## config.mk

```make
export PLATFORM = sky130hd
export DESIGN_NAME = ptns_front
export DESIGN_NICKNAME = d
export VERILOG_FILES = /design/src/hdl/ptns_pkg.sv /design/src/hdl/ptns_front.sv
export SDC_FILE = /design/constraint.sdc
export NUM_CORES = 1
export LEC_CHECK = 0
export BUFFER_PORTS_ARGS = -buffer_cell sky130_fd_sc_hd__buf_2
export CAP_MARGIN = 10
export CORE_MARGIN = 8
export CORE_UTILIZATION = 25
export DETAILED_ROUTE_END_ITERATION = 8
export PLACE_DENSITY = 0.5
export SYNTH_ARGS = -nofsm -noshare
export SYNTH_HDL_FRONTEND = slang
export SYNTH_SLANG_ARGS = --single-unit
```

## constraint.sdc

```tcl
create_clock -name clk_i -period 6.94 [get_ports clk_i]
set_input_delay 1.388 -clock clk_i [delete_from_list [all_inputs] [get_ports clk_i]]
set_output_delay 1.388 -clock clk_i [all_outputs]
set_load 0.1 [all_outputs]
```

## src/hdl/ptns_pkg.sv

```systemverilog
package ptns_pkg;

  localparam int unsigned DEPTH   = 256;
  localparam int unsigned IDX_W   = $clog2(DEPTH);
  localparam int unsigned CNT_W   = IDX_W + 1;
  localparam int unsigned COORD_W = 20;
  localparam int unsigned MASK_W  = 16;
  localparam int unsigned RAD_W   = 19;
  localparam int unsigned ACT_W   = 3;
  localparam int unsigned ST_W    = 2;
  localparam int unsigned DIFF_W  = COORD_W + 1;
  localparam int unsigned SQ_W    = 2 * DIFF_W;
  localparam int unsigned DIST_W  = SQ_W + 2;
  localparam int unsigned RING_W  = 2 * RAD_W;
  localparam int unsigned RND_W   = 32;
  localparam int unsigned BIT_W   = $clog2(RND_W);
  localparam int unsigned TRY_SHIFT = 2;

  localparam logic [DIST_W-1:0] NEAR_LIMIT = DIST_W'(64'd2560000000000);
  localparam logic [DIST_W-1:0] AT_LIMIT   = DIST_W'(64'd6400);
  localparam logic [RND_W-1:0]  LFSR_TAPS  = 32'h8020_0003;

  localparam logic [ACT_W-1:0] ACT_INSERT  = 3'd0;
  localparam logic [ACT_W-1:0] ACT_REMOVE  = 3'd1;
  localparam logic [ACT_W-1:0] ACT_NEAREST = 3'd2;
  localparam logic [ACT_W-1:0] ACT_FIND_AT = 3'd3;
  localparam logic [ACT_W-1:0] ACT_PICK    = 3'd4;

  localparam logic [ST_W-1:0] ST_OK       = 2'd0;
  localparam logic [ST_W-1:0] ST_MISS     = 2'd1;
  localparam logic [ST_W-1:0] ST_FULL     = 2'd2;
  localparam logic [ST_W-1:0] ST_BAD_SLOT = 2'd3;

  typedef enum logic [2:0] {
    OP_INSERT,
    OP_REMOVE,
    OP_NEAREST,
    OP_FIND_AT,
    OP_PICK,
    OP_NONE
  } op_e;

  typedef struct packed {
    logic signed [COORD_W-1:0] x;
    logic signed [COORD_W-1:0] y;
    logic signed [COORD_W-1:0] z;
    logic [MASK_W-1:0]         mask;
  } entry_t;

  typedef struct packed {
    op_e              op;
    entry_t           pt;
    logic [RAD_W-1:0] lo;
    logic [RAD_W-1:0] hi;
    logic [IDX_W-1:0] sel;
  } cmd_t;

  typedef struct packed {
    logic [ST_W-1:0]  status;
    logic [IDX_W-1:0] slot;
    entry_t           ent;
    logic [CNT_W-1:0] held;
  } res_t;

  function automatic logic [RND_W-1:0] lfsr_next(input logic [RND_W-1:0] s);
    return (s >> 1) ^ (s[0] ? LFSR_TAPS : '0);
  endfunction

endpackage

```

## src/hdl/ptns_front.sv

```systemverilog
module ptns_front (
  input  logic                                 clk_i,
  input  logic                                 rst_ni,
  input  logic                                 push,
  output logic                                 full,
  input  logic [ptns_pkg::ACT_W-1:0]           action_i,
  input  logic signed [ptns_pkg::COORD_W-1:0]  point_x_i,
  input  logic signed [ptns_pkg::COORD_W-1:0]  point_y_i,
  input  logic signed [ptns_pkg::COORD_W-1:0]  point_z_i,
  input  logic [ptns_pkg::MASK_W-1:0]          type_mask_i,
  input  logic [ptns_pkg::RAD_W-1:0]           min_distance_i,
  input  logic [ptns_pkg::RAD_W-1:0]           max_distance_i,
  input  logic [ptns_pkg::IDX_W-1:0]           slot_index_i,
  output logic                                 cmd_valid_o,
  input  logic                                 cmd_ready_i,
  output ptns_pkg::cmd_t                       cmd_o
);

  ptns_pkg::cmd_t fifo_q [2];
  ptns_pkg::cmd_t cmd_in;
  logic [1:0]     cnt_q;
  logic           wr_ptr_q, rd_ptr_q;
  logic           wr_en, rd_en;

  always_comb begin
    cmd_in.pt.x    = point_x_i;
    cmd_in.pt.y    = point_y_i;
    cmd_in.pt.z    = point_z_i;
    cmd_in.pt.mask = type_mask_i;
    cmd_in.lo      = min_distance_i;
    cmd_in.hi      = max_distance_i;
    cmd_in.sel     = slot_index_i;
    case (action_i)
      ptns_pkg::ACT_INSERT:  cmd_in.op = ptns_pkg::OP_INSERT;
      ptns_pkg::ACT_REMOVE:  cmd_in.op = ptns_pkg::OP_REMOVE;
      ptns_pkg::ACT_NEAREST: cmd_in.op = ptns_pkg::OP_NEAREST;
      ptns_pkg::ACT_FIND_AT: cmd_in.op = ptns_pkg::OP_FIND_AT;
      ptns_pkg::ACT_PICK:    cmd_in.op = ptns_pkg::OP_PICK;
      default:               cmd_in.op = ptns_pkg::OP_NONE;
    endcase
  end

  assign full        = (cnt_q == 2'd2);
  assign cmd_valid_o = (cnt_q != 2'd0);
  assign cmd_o       = fifo_q[rd_ptr_q];
  assign wr_en       = push && !full;
  assign rd_en       = cmd_valid_o && cmd_ready_i;

  always_ff @(posedge clk_i) begin
    if (wr_en) begin
      fifo_q[wr_ptr_q] <= cmd_in;
    end
  end

  always_ff @(posedge clk_i or negedge rst_ni) begin
    if (!rst_ni) begin
      cnt_q    <= '0;
      wr_ptr_q <= 1'b0;
      rd_ptr_q <= 1'b0;
    end else begin
      if (wr_en) begin
        wr_ptr_q <= !wr_ptr_q;
      end
      if (rd_en) begin
        rd_ptr_q <= !rd_ptr_q;
      end
      case ({wr_en, rd_en})
        2'b10:   cnt_q <= cnt_q + 2'd1;
        2'b01:   cnt_q <= cnt_q - 2'd1;
        default: cnt_q <= cnt_q;
      endcase
    end
  end

endmodule

```

==> results.md <==
- Max-slew headroom: 37.8%
- Initial antenna violation count: 3
- Reg2reg setup slack: 4.42 ns
- Vias in the first global route: 5,191
- Post-DR wirelength/cell: 17.4 microns
- Unrepaired setup endpoints after global routing: false
- Net count after synthesis: 540
- Worst setup path start: rd_ptr_q$_DFFE_PN0P_
- # port buffers: 255
- Most common cell after layout, fill and taps aside: buf_2
- Crit path cell chain: buf_12, mux2_2, buf_2
- Reg2reg path depth: 4
- Largest area contributor in the netlist: edfxtp_1
- Tcrit/Tclk final: 60.2%
- Core Footprint: 37,300 sq um
- Worst-case clock buffer depth: 3
- Clk Latency, worst-skew pair: 0.55 ns
- GPL Wtd Cong: 0.660
- PostCTS Resize Cnt: 0
- Cell Area, Synth: 9390 sq um
- Setup repair bufs after CTS: 0
- CP Capture Type: output pin
- Htree depth: 1
- DIE AREA: 44,000 sq um
- Largest stage delay on the critical path: 0.87 ns
- Worst slack, placed: 3.32 ns
- Synth warn: 0
- Largest cells by area after synthesis: edfxtp_1 (80%), mux2_2 (10%), mux2_4 (6.4%), dfrtp_1 (1.1%), buf_6 (0.72%)
- Rows: 71
- CP Class: flip-flop to output pin
- Fin nets: 815
- DIE WIDTH: 210 microns
- Sequential share of the synthesized area: 81.0%
- Clock transition at path regs: 0.06 ns
- Number of routed nets with antenna violations: 0
- Critical path's slowest cell: dfrtp_4
- First-pass GRT wire length: 30.6 mm
- WL final: 20.5 mm
- Hold buffer count at cts: 0
- Worst setup SP type: flip-flop
- Tmin final: 4.17 ns
- CP endpoint: cmd_o[117]
- Yosys top cell area share: 80.0%
- Fill cells: 3,676
- GRT Util Overall: 8.95%
- Worst flop-to-flop path endpoint: fifo_q[0][65]$_DFFE_PP_
- Die Ht: 210 microns
- Final core occ: 32.5%
- Final setup TNS: 0 ns
- TritonCTS clock tree: built
- Global route overflow: 0
- Arrival time of the worst setup path: 2.79 ns
- Initial Util: 25.2%
- Vias per inst: 4.01
- Area Overhead vs Synth: 29.0%
- I/O Pins: 256
- DRT iter0 DRCs: 135
- Most frequent cells in the layout: buf_2 (255), edfxtp_1 (250), mux2_2 (85)
- Worst Skew: 0.0161 ns
- Hold Path Class: flip-flop to flip-flop
- CTS sink count: 254
- Final Hold Violating Endpoints: 0
- DP HPWL: 13.3 mm
- Drt pass-1 iters: 4
- Reg2Reg Launch Point: cnt_q[0]$_DFFE_PN0P_
- Worst path required time: 5.55 ns
- Syn Inst Count: 410
- Finish-stage setup viols: 0
- Share of layout cells above drive strength 1: 60.5%
- Max Clk Rate: 240 MHz
- Post-synth cell types: 19
- Worst-path maximum fanout: 87
- Root Driver: clkbuf_16
- TritonCTS buffer count: 29
- DRC viols: 0
- Run status: complete, no violations
- Synthesized area per cell: 22.9 sq um
- Vias: 4,737
- Setup WS post-layout: 2.77 ns
- Max Slew Vio Count: 0
- #FFs+latches synth: 254
- Max Cap Viol: 0
- Largest net degree at the start of global routing: 126
- Worst-Margin Slew: 0.933 ns
-- cells by family (layout without fill, tap and decap cells) --
family,count (synthesis),after routing,synth area share (%)
flops,254,254,81.0
mux,125,125,16.6
compound gates,1,1,0.0800
simple gates,8,8,0.453
fa+ha+maj,1,1,0.133
xor+xnor,5,5,0.467
buf+inv,16,312,1.23
other cells,0,1,0
-- through the flow --
step,cells,instance area [sq um],hold WS [ns]
2_1_floorplan,410,9390,0.457
5_1_grt,1181,12100,0.523
4_1_cts,1180,12100,0.489
3_5_place_dp,1128,11200,0.482
3_3_place_gp,1128,11200,0.471
6_report,1181,12100,0.489
-- worst max-delay path: cells and delay by family, from the launching register on --
kind / cells / cell delay (ns)
DFF: 1 / 0.87
buffers and inverters: 2 / 0.88
muxes: 1 / 0.30
-- sequential cells by signal, summed over array words and instances, names as in the netlist --
register and flops:
cnt_q 2, rd_ptr_q 1, fifo_q 250, wr_ptr_q 1
-- worst min-delay path by stage --
| stage | start | end | slack (ns) | cells after the start |
|---|---|---|---|---|
| finish | cnt_q[1]$_DFFE_PN0P_ | cnt_q[1]$_DFFE_PN0P_ | 0.49 | 1 |
| global route | cnt_q[1]$_DFFE_PN0P_ | cnt_q[1]$_DFFE_PN0P_ | 0.52 | 1 |
| CTS | cnt_q[1]$_DFFE_PN0P_ | cnt_q[1]$_DFFE_PN0P_ | 0.49 | 1 |
| detailed placement | cnt_q[1]$_DFFE_PN0P_ | cnt_q[1]$_DFFE_PN0P_ | 0.48 | 1 |
| global placement | cnt_q[1]$_DFFE_PN0P_ | cnt_q[1]$_DFFE_PN0P_ | 0.47 | 1 |
| floorplan | cnt_q[1]$_DFFE_PN0P_ | cnt_q[1]$_DFFE_PN0P_ | 0.46 | 1 |
-- layer usage --
metal | GRT usage [%] | vias up | routed length [microns]
li1 | - | 2184 | -
met1 | 10.7 | 2330 | 8530
met2 | 14.2 | 181 | 9450
met3 | 4.34 | 38 | 2040
met4 | 2.45 | 4 | 474
met5 | 0 | - | 22
-- cell type report --
| cell class | instances | area, sq um | area share [%] |
|---|---|---|---|
| Tap cell | 474 | 593 | 4.90 |
| Clock buffer | 35 | 748 | 6.18 |
| Antenna cell | 1 | 2.50 | 0.0207 |
| Inverter | 1 | 3.75 | 0.0310 |
| Multi-Input combinational cell | 140 | 1680 | 13.8 |
| Sequential cell | 254 | 7610 | 62.9 |
| Clock inverter | 17 | 141 | 1.17 |
| Timing Repair Buffer | 259 | 1330 | 11.0 |
-- cell usage after synthesis, drive strengths merged --
library cell	count
dfrtp	4
nor2	2
inv	1
nand2	1
nand2b	1
or2	1
a21o	1
clkbuf	1
xnor2	3
ha	1
xor2	2
and2	1
and3	1
mux2	125
edfxtp	250
buf	14
nor2b	1
Power is not shown: default switching activity piles up to over one toggle a cycle in this logic, so the estimate is an artifact.
